--- src/rtl/sddw_pkg.sv ---
// ----------------------------------------------------------------------------
// sddw_pkg
// Shared types, constants and the microcode table of the signed decimal
// digit writer.
// ----------------------------------------------------------------------------
package sddw_pkg;

    localparam int MAX_DIGITS = 8;
    localparam int NUM_BITS   = 32;
    localparam int NUM_BCD    = 10;
    localparam int CNT_W      = $clog2(NUM_BITS + 1);
    localparam int ADDR_W     = 4;
    localparam int DATA_W     = 8;
    localparam int CFG_IDX_W  = 2;

    localparam logic [CFG_IDX_W-1:0] CFG_DIGITS_IN_USE = 2'd0;
    localparam logic [CFG_IDX_W-1:0] CFG_BLANK_CODE    = 2'd1;
    localparam logic [CFG_IDX_W-1:0] CFG_MINUS_CODE    = 2'd2;

    localparam logic [ADDR_W-1:0] DIGITS_RESET = 4'd8;
    localparam logic [DATA_W-1:0] BLANK_RESET  = 8'd15;
    localparam logic [DATA_W-1:0] MINUS_RESET  = 8'd10;

    typedef logic [3:0] pc_t;

    typedef enum logic [2:0] {
        EMIT_NONE,
        EMIT_BLANK,
        EMIT_ZERO,
        EMIT_DIGIT,
        EMIT_SIGN
    } emit_t;

    typedef enum logic [2:0] {
        ADDR_HOLD,
        ADDR_LOAD_N,
        ADDR_LOAD_ONE,
        ADDR_DEC,
        ADDR_INC
    } addr_op_t;

    typedef enum logic [2:0] {
        COND_NEVER,
        COND_ALWAYS,
        COND_NO_IN,
        COND_CNT_MORE,
        COND_ADDR_MORE,
        COND_NONZERO,
        COND_DIGIT_MORE,
        COND_NO_SIGN
    } cond_t;

    typedef struct packed {
        logic     accept;
        logic     shift;
        logic     prep;
        emit_t    emit;
        addr_op_t addr_op;
        cond_t    cond;
        pc_t      target;
    } uword_t;

    // Control handed from the sequencer to the datapath for the current step.
    typedef struct packed {
        logic     accept;
        logic     shift;
        logic     prep;
        emit_t    emit;
        addr_op_t addr_op;
        logic     fire;
    } ctrl_t;

    // Flags the datapath reports back for jump decisions and stalls.
    typedef struct packed {
        logic cnt_more;
        logic addr_more;
        logic nonzero;
        logic digit_more;
        logic no_sign;
        logic out_free;
    } status_t;

    localparam pc_t PC_IDLE      = 4'd0;
    localparam pc_t PC_CONV      = 4'd1;
    localparam pc_t PC_PREP      = 4'd2;
    localparam pc_t PC_BLANK     = 4'd3;
    localparam pc_t PC_ZERO_CHK  = 4'd4;
    localparam pc_t PC_ZERO      = 4'd5;
    localparam pc_t PC_DIGIT     = 4'd6;
    localparam pc_t PC_SIGN_CHK  = 4'd7;
    localparam pc_t PC_SIGN      = 4'd8;

    // When the condition holds the program jumps to target, else it falls
    // through to the next step.
    function automatic uword_t ucode_rom(pc_t pc);
        uword_t w;
        w = '{accept: 1'b0, shift: 1'b0, prep: 1'b0, emit: EMIT_NONE,
              addr_op: ADDR_HOLD, cond: COND_ALWAYS, target: PC_IDLE};
        case (pc)
            PC_IDLE: begin
                w.accept = 1'b1;
                w.cond   = COND_NO_IN;
                w.target = PC_IDLE;
            end
            PC_CONV: begin
                w.shift  = 1'b1;
                w.cond   = COND_CNT_MORE;
                w.target = PC_CONV;
            end
            PC_PREP: begin
                w.prep    = 1'b1;
                w.addr_op = ADDR_LOAD_N;
                w.cond    = COND_NEVER;
            end
            PC_BLANK: begin
                w.emit    = EMIT_BLANK;
                w.addr_op = ADDR_DEC;
                w.cond    = COND_ADDR_MORE;
                w.target  = PC_BLANK;
            end
            PC_ZERO_CHK: begin
                w.addr_op = ADDR_LOAD_ONE;
                w.cond    = COND_NONZERO;
                w.target  = PC_DIGIT;
            end
            PC_ZERO: begin
                w.emit   = EMIT_ZERO;
                w.cond   = COND_ALWAYS;
                w.target = PC_IDLE;
            end
            PC_DIGIT: begin
                w.emit    = EMIT_DIGIT;
                w.addr_op = ADDR_INC;
                w.cond    = COND_DIGIT_MORE;
                w.target  = PC_DIGIT;
            end
            PC_SIGN_CHK: begin
                w.cond   = COND_NO_SIGN;
                w.target = PC_IDLE;
            end
            PC_SIGN: begin
                w.emit   = EMIT_SIGN;
                w.cond   = COND_ALWAYS;
                w.target = PC_IDLE;
            end
            default: begin
                w.cond   = COND_ALWAYS;
                w.target = PC_IDLE;
            end
        endcase
        return w;
    endfunction

endpackage

--- src/rtl/sddw_useq.sv ---
// ----------------------------------------------------------------------------
// sddw_useq
// Microcode sequencer: step counter, control table lookup and conditional
// jumps. Emit steps hold while the result register is occupied.
// ----------------------------------------------------------------------------
module sddw_useq
    import sddw_pkg::*;
(
    input  logic    aclk,
    input  logic    aresetn,
    input  logic    s_valid,
    input  status_t status,
    output ctrl_t   ctrl
);

    pc_t    pc_reg;
    pc_t    pc_next;
    uword_t word;
    logic   stall;
    logic   taken;

    assign word  = ucode_rom(pc_reg);
    assign stall = (word.emit != EMIT_NONE) && !status.out_free;

    always_comb begin
        case (word.cond)
            COND_NEVER:      taken = 1'b0;
            COND_ALWAYS:     taken = 1'b1;
            COND_NO_IN:      taken = !s_valid;
            COND_CNT_MORE:   taken = status.cnt_more;
            COND_ADDR_MORE:  taken = status.addr_more;
            COND_NONZERO:    taken = status.nonzero;
            COND_DIGIT_MORE: taken = status.digit_more;
            COND_NO_SIGN:    taken = status.no_sign;
            default:         taken = 1'b0;
        endcase

        if (stall) begin
            pc_next = pc_reg;
        end else if (taken) begin
            pc_next = word.target;
        end else begin
            pc_next = pc_reg + 4'd1;
        end

        ctrl.accept  = word.accept;
        ctrl.shift   = word.shift;
        ctrl.prep    = word.prep;
        ctrl.emit    = word.emit;
        ctrl.addr_op = word.addr_op;
        ctrl.fire    = !stall;
    end

    always_ff @(posedge aclk) begin
        if (!aresetn) begin
            pc_reg <= PC_IDLE;
        end else begin
            pc_reg <= pc_next;
        end
    end

endmodule

--- src/rtl/sddw_dp.sv ---
// ----------------------------------------------------------------------------
// sddw_dp
// Datapath: shift-and-add-3 binary to BCD converter, digit count, address
// counter and the result register.
// ----------------------------------------------------------------------------
module sddw_dp
    import sddw_pkg::*;
(
    input  logic                 aclk,
    input  logic                 aresetn,
    input  ctrl_t                ctrl,
    input  logic                 s_valid,
    input  logic signed [31:0]   s_number,
    input  logic [ADDR_W-1:0]    n_eff,
    input  logic [DATA_W-1:0]    blank_code,
    input  logic [DATA_W-1:0]    minus_code,
    output status_t              status,
    output logic                 m_valid,
    input  logic                 m_ready,
    output logic [ADDR_W-1:0]    m_reg_addr,
    output logic [DATA_W-1:0]    m_reg_data,
    output logic                 m_overflow,
    output logic                 m_last
);

    logic [NUM_BITS-1:0]         mag_reg;
    logic [NUM_BCD-1:0][3:0]     bcd_reg;
    logic [CNT_W-1:0]            cnt_reg;
    logic                        neg_reg;
    logic [ADDR_W-1:0]           ndig_reg;
    logic [ADDR_W-1:0]           addr_reg;

    logic                        m_valid_reg;
    logic                        m_valid_next;
    logic [ADDR_W-1:0]           addr_out_reg;
    logic [DATA_W-1:0]           data_out_reg;
    logic                        ovf_out_reg;
    logic                        last_out_reg;

    logic [NUM_BCD-1:0][3:0]     adj;
    logic [ADDR_W-1:0]           ndig_calc;
    logic [ADDR_W-1:0]           dlim;
    logic                        sign_fits;
    logic                        dropped;
    logic [ADDR_W-1:0]           dig_idx;
    logic [DATA_W-1:0]           emit_data;
    logic                        emit_last;
    logic                        load;
    logic                        emit_fire;

    assign load      = ctrl.accept && s_valid;
    assign emit_fire = ctrl.fire && (ctrl.emit != EMIT_NONE);

    // Add 3 to every digit of five or more before the shift.
    always_comb begin
        for (int i = 0; i < NUM_BCD; i++) begin
            adj[i] = (bcd_reg[i] >= 4'd5) ? (bcd_reg[i] + 4'd3) : bcd_reg[i];
        end
    end

    // Count of significant digits: position of the top nonzero digit.
    always_comb begin
        ndig_calc = '0;
        for (int i = 0; i < NUM_BCD; i++) begin
            if (bcd_reg[i] != 4'd0) begin
                ndig_calc = ADDR_W'(i + 1);
            end
        end
    end

    assign dlim      = (ndig_reg < n_eff) ? ndig_reg : n_eff;
    assign sign_fits = neg_reg && (ndig_reg < n_eff);
    assign dropped   = (ndig_reg > n_eff) || (neg_reg && !(ndig_reg < n_eff));
    assign dig_idx   = addr_reg - 4'd1;

    always_comb begin
        case (ctrl.emit)
            EMIT_BLANK: begin
                emit_data = blank_code;
                emit_last = 1'b0;
            end
            EMIT_ZERO: begin
                emit_data = '0;
                emit_last = 1'b1;
            end
            EMIT_DIGIT: begin
                emit_data = {4'd0, bcd_reg[dig_idx]};
                emit_last = (addr_reg == dlim) && !sign_fits;
            end
            EMIT_SIGN: begin
                emit_data = minus_code;
                emit_last = 1'b1;
            end
            default: begin
                emit_data = '0;
                emit_last = 1'b0;
            end
        endcase
    end

    always_comb begin
        status.cnt_more   = (cnt_reg != CNT_W'(1));
        status.addr_more  = (addr_reg != 4'd1);
        status.nonzero    = (ndig_reg != 4'd0);
        status.digit_more = (addr_reg != dlim);
        status.no_sign    = !sign_fits;
        status.out_free   = !m_valid_reg || m_ready;
    end

    always_comb begin
        m_valid_next = m_valid_reg;
        if (emit_fire) begin
            m_valid_next = 1'b1;
        end else if (m_ready) begin
            m_valid_next = 1'b0;
        end
    end

    always_ff @(posedge aclk) begin
        if (!aresetn) begin
            m_valid_reg <= 1'b0;
        end else begin
            m_valid_reg <= m_valid_next;
        end
    end

    always_ff @(posedge aclk) begin
        if (load) begin
            neg_reg <= s_number[31];
            mag_reg <= s_number[31] ? (~s_number + 32'd1) : s_number;
            bcd_reg <= '0;
            cnt_reg <= CNT_W'(NUM_BITS);
        end else if (ctrl.fire && ctrl.shift) begin
            {bcd_reg, mag_reg} <= {adj, mag_reg} << 1;
            cnt_reg <= cnt_reg - CNT_W'(1);
        end

        if (ctrl.fire && ctrl.prep) begin
            ndig_reg <= ndig_calc;
        end

        if (ctrl.fire) begin
            case (ctrl.addr_op)
                ADDR_LOAD_N:   addr_reg <= n_eff;
                ADDR_LOAD_ONE: addr_reg <= 4'd1;
                ADDR_DEC:      addr_reg <= addr_reg - 4'd1;
                ADDR_INC:      addr_reg <= addr_reg + 4'd1;
                default:       addr_reg <= addr_reg;
            endcase
        end

        if (emit_fire) begin
            addr_out_reg <= (ctrl.emit == EMIT_ZERO) ? 4'd1 : addr_reg;
            data_out_reg <= emit_data;
            last_out_reg <= emit_last;
            ovf_out_reg  <= emit_last && dropped;
        end
    end

    assign m_valid    = m_valid_reg;
    assign m_reg_addr = addr_out_reg;
    assign m_reg_data = data_out_reg;
    assign m_overflow = ovf_out_reg;
    assign m_last     = last_out_reg;

endmodule

--- src/rtl/signed_decimal_digit_writer.sv ---
// ----------------------------------------------------------------------------
// signed_decimal_digit_writer
// Turns a signed 32-bit number into digit register writes for a display
// driver: blanks, decimal digits least significant first, then a minus sign.
// ----------------------------------------------------------------------------
//   channel   ports                                  moves
//   s_        s_valid s_ready s_number               one number per item
//   m_        m_valid m_ready m_reg_addr m_reg_data  one register write per item
//             m_overflow m_last
//   cfg_      cfg_we cfg_index cfg_wdata             register writes, no wait
//
// An item runs through the accept step, the 32 shift steps of the BCD
// converter, a digit count step, a blank write for each active digit and a
// zero check, then a single zero or the digit writes, a sign check and the
// sign write; a new number is taken only back at the idle step.
// Reset is synchronous, active low, and restores the register defaults.
// A stalled m_ready holds the sequencer on its current write.
// ----------------------------------------------------------------------------
module signed_decimal_digit_writer
    import sddw_pkg::*;
(
    input  logic                  aclk,
    input  logic                  aresetn,
    input  logic                  s_valid,
    output logic                  s_ready,
    input  logic signed [31:0]    s_number,
    output logic                  m_valid,
    input  logic                  m_ready,
    output logic [ADDR_W-1:0]     m_reg_addr,
    output logic [DATA_W-1:0]     m_reg_data,
    output logic                  m_overflow,
    output logic                  m_last,
    input  logic                  cfg_we,
    input  logic [CFG_IDX_W-1:0]  cfg_index,
    input  logic [DATA_W-1:0]     cfg_wdata
);

    logic [ADDR_W-1:0] digits_reg;
    logic [DATA_W-1:0] blank_reg;
    logic [DATA_W-1:0] minus_reg;
    logic [ADDR_W-1:0] n_eff;
    ctrl_t             ctrl;
    status_t           status;

    always_ff @(posedge aclk) begin
        if (!aresetn) begin
            digits_reg <= DIGITS_RESET;
            blank_reg  <= BLANK_RESET;
            minus_reg  <= MINUS_RESET;
        end else if (cfg_we) begin
            case (cfg_index)
                CFG_DIGITS_IN_USE: digits_reg <= cfg_wdata[ADDR_W-1:0];
                CFG_BLANK_CODE:    blank_reg  <= cfg_wdata;
                CFG_MINUS_CODE:    minus_reg  <= cfg_wdata;
                default: begin
                end
            endcase
        end
    end

    // A digit count of zero acts as one; above the display size it saturates.
    always_comb begin
        if (digits_reg == 4'd0) begin
            n_eff = 4'd1;
        end else if (digits_reg > ADDR_W'(MAX_DIGITS)) begin
            n_eff = ADDR_W'(MAX_DIGITS);
        end else begin
            n_eff = digits_reg;
        end
    end

    assign s_ready = ctrl.accept;

    sddw_useq u_useq (
        .aclk    (aclk),
        .aresetn (aresetn),
        .s_valid (s_valid),
        .status  (status),
        .ctrl    (ctrl)
    );

    sddw_dp u_dp (
        .aclk       (aclk),
        .aresetn    (aresetn),
        .ctrl       (ctrl),
        .s_valid    (s_valid),
        .s_number   (s_number),
        .n_eff      (n_eff),
        .blank_code (blank_reg),
        .minus_code (minus_reg),
        .status     (status),
        .m_valid    (m_valid),
        .m_ready    (m_ready),
        .m_reg_addr (m_reg_addr),
        .m_reg_data (m_reg_data),
        .m_overflow (m_overflow),
        .m_last     (m_last)
    );

endmodule
--- config.mk ---
export PLATFORM = sky130hd
export DESIGN_NAME = signed_decimal_digit_writer
export DESIGN_NICKNAME = d
export VERILOG_FILES = /design/src/rtl/sddw_pkg.sv /design/src/rtl/sddw_useq.sv /design/src/rtl/sddw_dp.sv /design/src/rtl/signed_decimal_digit_writer.sv
export SDC_FILE = /design/constraint.sdc
export NUM_CORES = 1
export LEC_CHECK = 0
export BUFFER_PORTS_ARGS = -buffer_cell sky130_fd_sc_hd__buf_4
export CAP_MARGIN = 20
export CORE_MARGIN = 5
export CORE_UTILIZATION = 45
export CTS_CLUSTER_SIZE = 30
export DETAILED_ROUTE_END_ITERATION = 6
export PLACE_DENSITY_LB_ADDON = 0.1
export SLEW_MARGIN = 20
export SYNTH_ARGS = -nofsm -noshare
export SYNTH_HDL_FRONTEND = slang
export SYNTH_SLANG_ARGS = --single-unit
export TNS_END_PERCENT = 20
--- constraint.sdc ---
create_clock -name aclk -period 7.44 [get_ports aclk]
set_input_delay 0.372 -clock aclk [delete_from_list [all_inputs] [get_ports aclk]]
set_output_delay 0.372 -clock aclk [all_outputs]
set_load 0.01 [all_outputs]
---- After elaboration in Yosys (flattened, before gate mapping) ----
Cells that the tools add are included.
cells by class
  reduce and logical (&&, ||, !) cells .... 43
  mux-type cells .......................... 41
  $add $sub $neg .......................... 15
  eq/ne operators ......................... 29
  order comparisons ....................... 14
  bitwise logic cells ..................... 2
operators with widths
  cell                   count
  $mux 32                3
  $mux 4                 14
  $reduce_bool 4->1      12
  $ge 4x3->1 const B     10
  $add 4x2->4 const B    9
  $add 32x1->32 const B  1
  $not 32->32            1
  $pmux 3 s4             2
  $pmux 8 s3             1
  $pmux 3 s7             1
  $eq 3x2->1 const B     6
  $eq 3x3->1 const B     6
  $bmux 4 s4             1
  $eq 4x3->1 const B     4
  $pmux 4 s4             1
  $mux 3                 5
  $eq 3x1->1 const B     3
  $logic_and 1x1->1      9
  $pmux 3 s3             1
  $add 4x1->4 const B    2
  $eq 4x2->1 const B     2
  $logic_not 4->1        2
  $mux 2                 4
  $pmux 1 s8             1
  27 further kinds       43
storage, ports and cells
  output and inout bits ................... 16
  bits in registers ....................... 126

---- Depth between registers and ports, before layout ----
  depth in word-level cells ............... 10
  mapped depth ............................ 11
  gate-level depth less buffers ........... 10

---- By module ----
From an unflattened synthesis, not the netlist that was laid out.
unflattened totals
  cells, all modules ...................... 895
  area, all modules ....................... 7,764.9 µm²
by module, submodules not included
  module                       area each (µm²)  cells an instance  times used  seq. area each (µm²)
  sddw_dp                      6,394.9          732                1           2,592.5
  signed_decimal_digit_writer  837.1            87                 1           400.4
  sddw_useq                    533.0            76                 1           80.1

---- Worst setup path before layout ----
No wires, ideal clock.
  path type ............................... flip-flop to flip-flop
  from .................................... reg u_dp.addr_reg[0]
  to ...................................... reg u_dp.data_out_reg[2], in the netlist u_dp.m_reg_data[2] (data pin)
  setup slack ............................. 4.467 ns
  clock period less this slack ............ 2.973 ns
  cell stages (with the launch flop) ...... 11
  data arrival time ....................... 2.710 ns
  data required time ...................... 7.177 ns
  path buffers ............................ 2
  library setup time ...................... 0.263 ns
  cell sequence ........................... edfxtp_1 clkbuf_1 inv_1 ha_1 clkbuf_1 mux4_2 mux2_2 a21oi_1 nor2_1 a221oi_1 nor2_1
between the ends
  cells in the longest elaborated chain, start to end .. 4
ends and longest elaborated chain
  item                          line            RTL
  start: declaration            sddw_dp.sv:31   logic [ADDR_W-1:0] addr_reg;
  start signal: assignment      sddw_dp.sv:144  ADDR_LOAD_N: addr_reg <= n_eff;
  start signal: assignment      sddw_dp.sv:146  ADDR_DEC: addr_reg <= addr_reg - 4'd1;
  start signal: assignment      sddw_dp.sv:147  ADDR_INC: addr_reg <= addr_reg + 4'd1;
  $sub 4x1->4                   sddw_dp.sv:74   assign dig_idx = addr_reg - 4'd1;
  $bmux 4 s4                    sddw_dp.sv:87   emit_data = {4'd0, bcd_reg[dig_idx]};
  $mux 4 (implied by the code)  sddw_dp.sv:87
  $pmux 8 s3                    sddw_dp.sv:77   case (ctrl.emit)
  via u_dp.emit_data[2]         sddw_dp.sv:46   logic [DATA_W-1:0] emit_data;
  end signal: assignment        sddw_dp.sv:154  data_out_reg <= emit_data;
  end: declaration              sddw_dp.sv:36   logic [DATA_W-1:0] data_out_reg;
The timed path passes the listed nets, and every way through them passes these cells. The select of a mux whose other input is x is not followed.
A chain may end at the register's enable or synchronous reset.

---- Final worst setup path ----
Same ends and word-level chain as after synthesis.

==> reports/summary.md <==
Critical path
- 3.66 ns — Critical Path AT
- reg -> reg — class of the most critical setup path
- inv_1 -> ha_1 -> mux4_2 -> mux2_2 -> a21oi_1 -> nor2_1 -> a221oi_1 -> nor2_1 — critical path cell sequence
- 3.93 ns — reg2reg setup slack
- edfxtp_1 — slowest cell on the critical path
- u_dp.m_reg_data[2]$_DFFE_PP_ — worst r2r dst
- u_dp.m_reg_data[2]$_DFFE_PP_ — timing endpoint of the critical path
- u_dp.addr_reg[0]$_DFFE_PP_ — startpoint of the worst-slack reg-to-reg timing path
- 8 — depth of the worst register-to-register path
- 0.94 ns — maximum cell stage delay along the critical path
- flop — nature of the critical path startpoint
- nor2_1 — CP dominant cell by count
- 7.58 ns — required time of the critical path
- flop — kind of capture point of the worst setup path
- u_dp.addr_reg[0]$_DFFE_PP_ — Worst setup startpoint
- 19 — maximum fanout encountered on the critical timing path

STA
- 0.9304 ns — measured slew at the worst slew-check pin
- 284.7 MHz — achievable frequency
- 0 — count of final hold-check violations
- 3.927 ns — final setup margin
- 0 — final setup violation count
- 47.21% — period utilisation layout
- 0 — pins over their slew limit
- 0.005733 ns — clock skew after layout
- no — setup repair after global routing missed its margin
- 37.88% — worst rel slew slack
- 3.513 ns — time the worst path needs with I/O delays and setup
- 0 ns — summed negative setup slack over all endpoints

Drt
- 18120 um — routed wire length
- 15.90 um — average routed wire per standard cell
- 5.615 — post-detailed-route via-to-cell ratio
- 6401 — vias after detailed routing
- 506 — initial detailed-routing violation count
- 0 — remaining routing DRC violations
- 5 — TritonRoute pass-1 iters
- 0 — post-route ant nets

Final layout
- nand2_1 — most common library cell in the layout ignoring fill and taps
- 8785 um^2 — final instance area
- 1140 — count of placed standard cells in the final layout, fillers left out
- 0 — count of antenna diodes in the layout
- 994 — nets
- nand2_1 (120), o21ai_0 (73), dfxtp_1 (71) — most used cells in the layout excluding fill and tap cells
- 40 — flip-flop count of the largest register after layout
- 15.16% — area growth from synthesis to layout
- 52.97% — final core area utilization
- 12.39% — fraction of layout instances using a drive strength above 1

Power
- 30.3% — Logic pwr share
- 1.738 mW — internal power contribution
- 301.2 nW/um^2 — power density over the cells
- 34.30% — Switching Share
- 0.9075 mW — switching pwr
- 0.0001762 V — maximum VDD drop
- 39.8% — portion of total power attributed to sequential cells
- 3.348 nW — leakage power of the design
- 29.8% — relative contribution of the clock network to total power

Place
- 62 — number of I/O port buffers
- 0.8272 — gp weighted congestion
- 12880 um — detailed placer's ending HPWL
- 3.917 ns — dpl ws
- 8232 um^2 — placed cell areas
- 1108 — cell count after placement

Job
- 0 — max cap viols

Floorplanning
- 63 — Boundary Pins
- 140.2 um — Die Ht
- 47 — Row Count
- 140.2 um — Die Wd
- 16580 um^2 — core region area
- 46.00% — starting utilization of the core area
- 19660 um^2 — die area

Global route
- 60 — maximum number of pins on one net before global-route repair
- 6067 — number of global-route vias before repair
- 0 — number of antenna violations at the first check in global routing
- 29860 um — wire length of the first global-routing pass
- 18.36% — total global routing track utilization
- 0 — aggregate global routing overflow

Yosys
- 55 — number of flops mapped to enable cells by yosys
- 0% — asr flop ratio synth
- 40.28% — sequential element share of the synthesized area
- 59 — number of different library cells in the post-synthesis netlist
- 0 — total of warnings raised by yosys
- dfxtp_1 — leading register cell type out of synthesis
- 954 — net count of the mapped netlist
- 867 — gate count of the mapped netlist
- 7629 um^2 — synthesized area
- 8.799 um^2 — Syn Area/Cell
- 126 — total of flip-flops plus latches after synthesis

CTS
- 0.42 ns — source-to-sink clock delay at the later pin of the worst-skew pair
- 2 — number of buffers between clock root and the deepest sink
- clkbuf_16 — Root Buffer Master
- 126 — Sinks on Clock Net
- yes — TritonCTS clock tree
- 4 — H-tree levels
- 0.05 ns — clock slew at reported path FFs
- 0 — setup repair bufs after CTS
- 0 — number of buffers inserted for hold repair after clock tree synthesis
- 17 — TritonCTS Buffers
- 0 — cts repair resizes

Min path
- in -> reg — Hold WC Path Type

Run status
- completed — outcome

-- through the flow --
stage | total power [mW] | hold WS, ns
2_1_floorplan | 1.629 | 0.4446
3_3_place_gp | 1.836 | 0.4704
3_5_place_dp | 1.869 | 0.4846
4_1_cts | 2.665 | 0.1763
5_1_grt | 2.814 | 0.1924
6_report | 2.646 | 0.1892
-- layer usage --
layer,share of wire (%),track usage [%],up-vias
met3,5.5,4.397,27
met1,46,24.24,3062
met2,47,29.79,159
met5,0,0,-
met4,1.6,5.813,0
li1,-,-,3153
-- worst min-delay path by stage --
stage | start | endpoint | slack (ns) | cells after the start
CTS | cfg_wdata[2] | blank_reg[2]$_SDFFE_PN1P_ | 0.18 | 3
global placement | u_dp.bcd_reg[1]$_SDFFE_PP0P_ | u_dp.bcd_reg[1]$_SDFFE_PP0P_ | 0.47 | 2
finish | cfg_wdata[3] | minus_reg[3]$_SDFFE_PN1P_ | 0.19 | 3
global route | cfg_wdata[3] | minus_reg[3]$_SDFFE_PN1P_ | 0.19 | 3
detailed placement | blank_reg[0]$_SDFFE_PN1P_ | blank_reg[0]$_SDFFE_PN1P_ | 0.48 | 2
floorplan | blank_reg[0]$_SDFFE_PN1P_ | blank_reg[0]$_SDFFE_PN1P_ | 0.44 | 2
-- kinds of logic (layout without fill, tap and decap cells) --
logic type                 after synthesis  count (layout)  share of synthesized area (%)
AOI/OAI and AO/OA                      214             214                          16.96
xor gates and xnor gates                59              59                          6.774
adders and majority gates               40              40                          6.561
buffers and inverters                   81             134                          4.084
DFF                                    126             126                          40.28
muxes                                   37              37                          6.216
and+or+nand+nor                        310             310                          19.12
-- Yosys cell counts (3+ instances only) --
library cell,number,area [um^2]
a211oi_1,5,37.54
a21oi_1,67,335.3
a221oi_1,6,52.55
a22oi_1,4,30.03
a31oi_1,5,31.28
and2_1,5,31.28
and3_1,3,18.77
buf_1,5,18.77
clkbuf_1,40,150.1
dfxtp_1,71,1421
edfxtp_1,55,1652
ha_1,40,500.5
inv_1,34,127.6
mux2_2,3,33.78
mux2i_1,26,260.3
mux4_2,8,180.2
nand2_1,120,450.4
nand2b_1,12,75.07
nand3_1,18,90.09
nand3b_1,3,22.52
nand4_1,4,25.02
nor2_1,67,251.5
nor2b_1,20,125.1
nor3_1,23,115.1
nor3b_1,13,97.59
nor4_1,3,18.77
o211ai_1,4,30.03
o21ai_0,74,370.4
o21ai_1,15,75.07
o311ai_0,3,26.28
o31ai_1,6,45.04
o31ai_2,5,62.56
o41ai_1,3,26.28
or3_1,9,56.30
xnor2_1,18,157.7
xor2_1,41,359.1
-- cell type report --
| type | count | area (um^2) |
|---|---|---|
| timing repair buffer | 67 | 503.0 |
| multi-input combinational | 660 | 4252 |
| inverter | 35 | 131.4 |
| tap | 220 | 275.3 |
| fill | 1567 | 7799 |
| sequential | 126 | 3073 |
| clock inverter | 9 | 92.59 |
| clock buffer | 23 | 457.9 |
-- power groups by stage --
stage,Clock [mW],Combinational [mW],Sequential (mW)
2_1_floorplan,0,0.616,1.01
3_3_place_gp,0,0.779,1.06
3_5_place_dp,0,0.803,1.07
4_1_cts,0.803,0.808,1.05
5_1_grt,0.839,0.903,1.07
6_report,0.790,0.802,1.05
-- critical path: cells and delay by family, from the launching register on --
| kind | cells | cell delay [ns] |
|---|---|---|
| compound gates | 2 | 0.39 |
| fa+ha+maj | 1 | 0.60 |
| buf+inv | 1 | 0.31 |
| flops | 1 | 0.94 |
| mux | 2 | 0.85 |
| simple gates | 2 | 0.13 |
(Power assumes the default switching activity.)
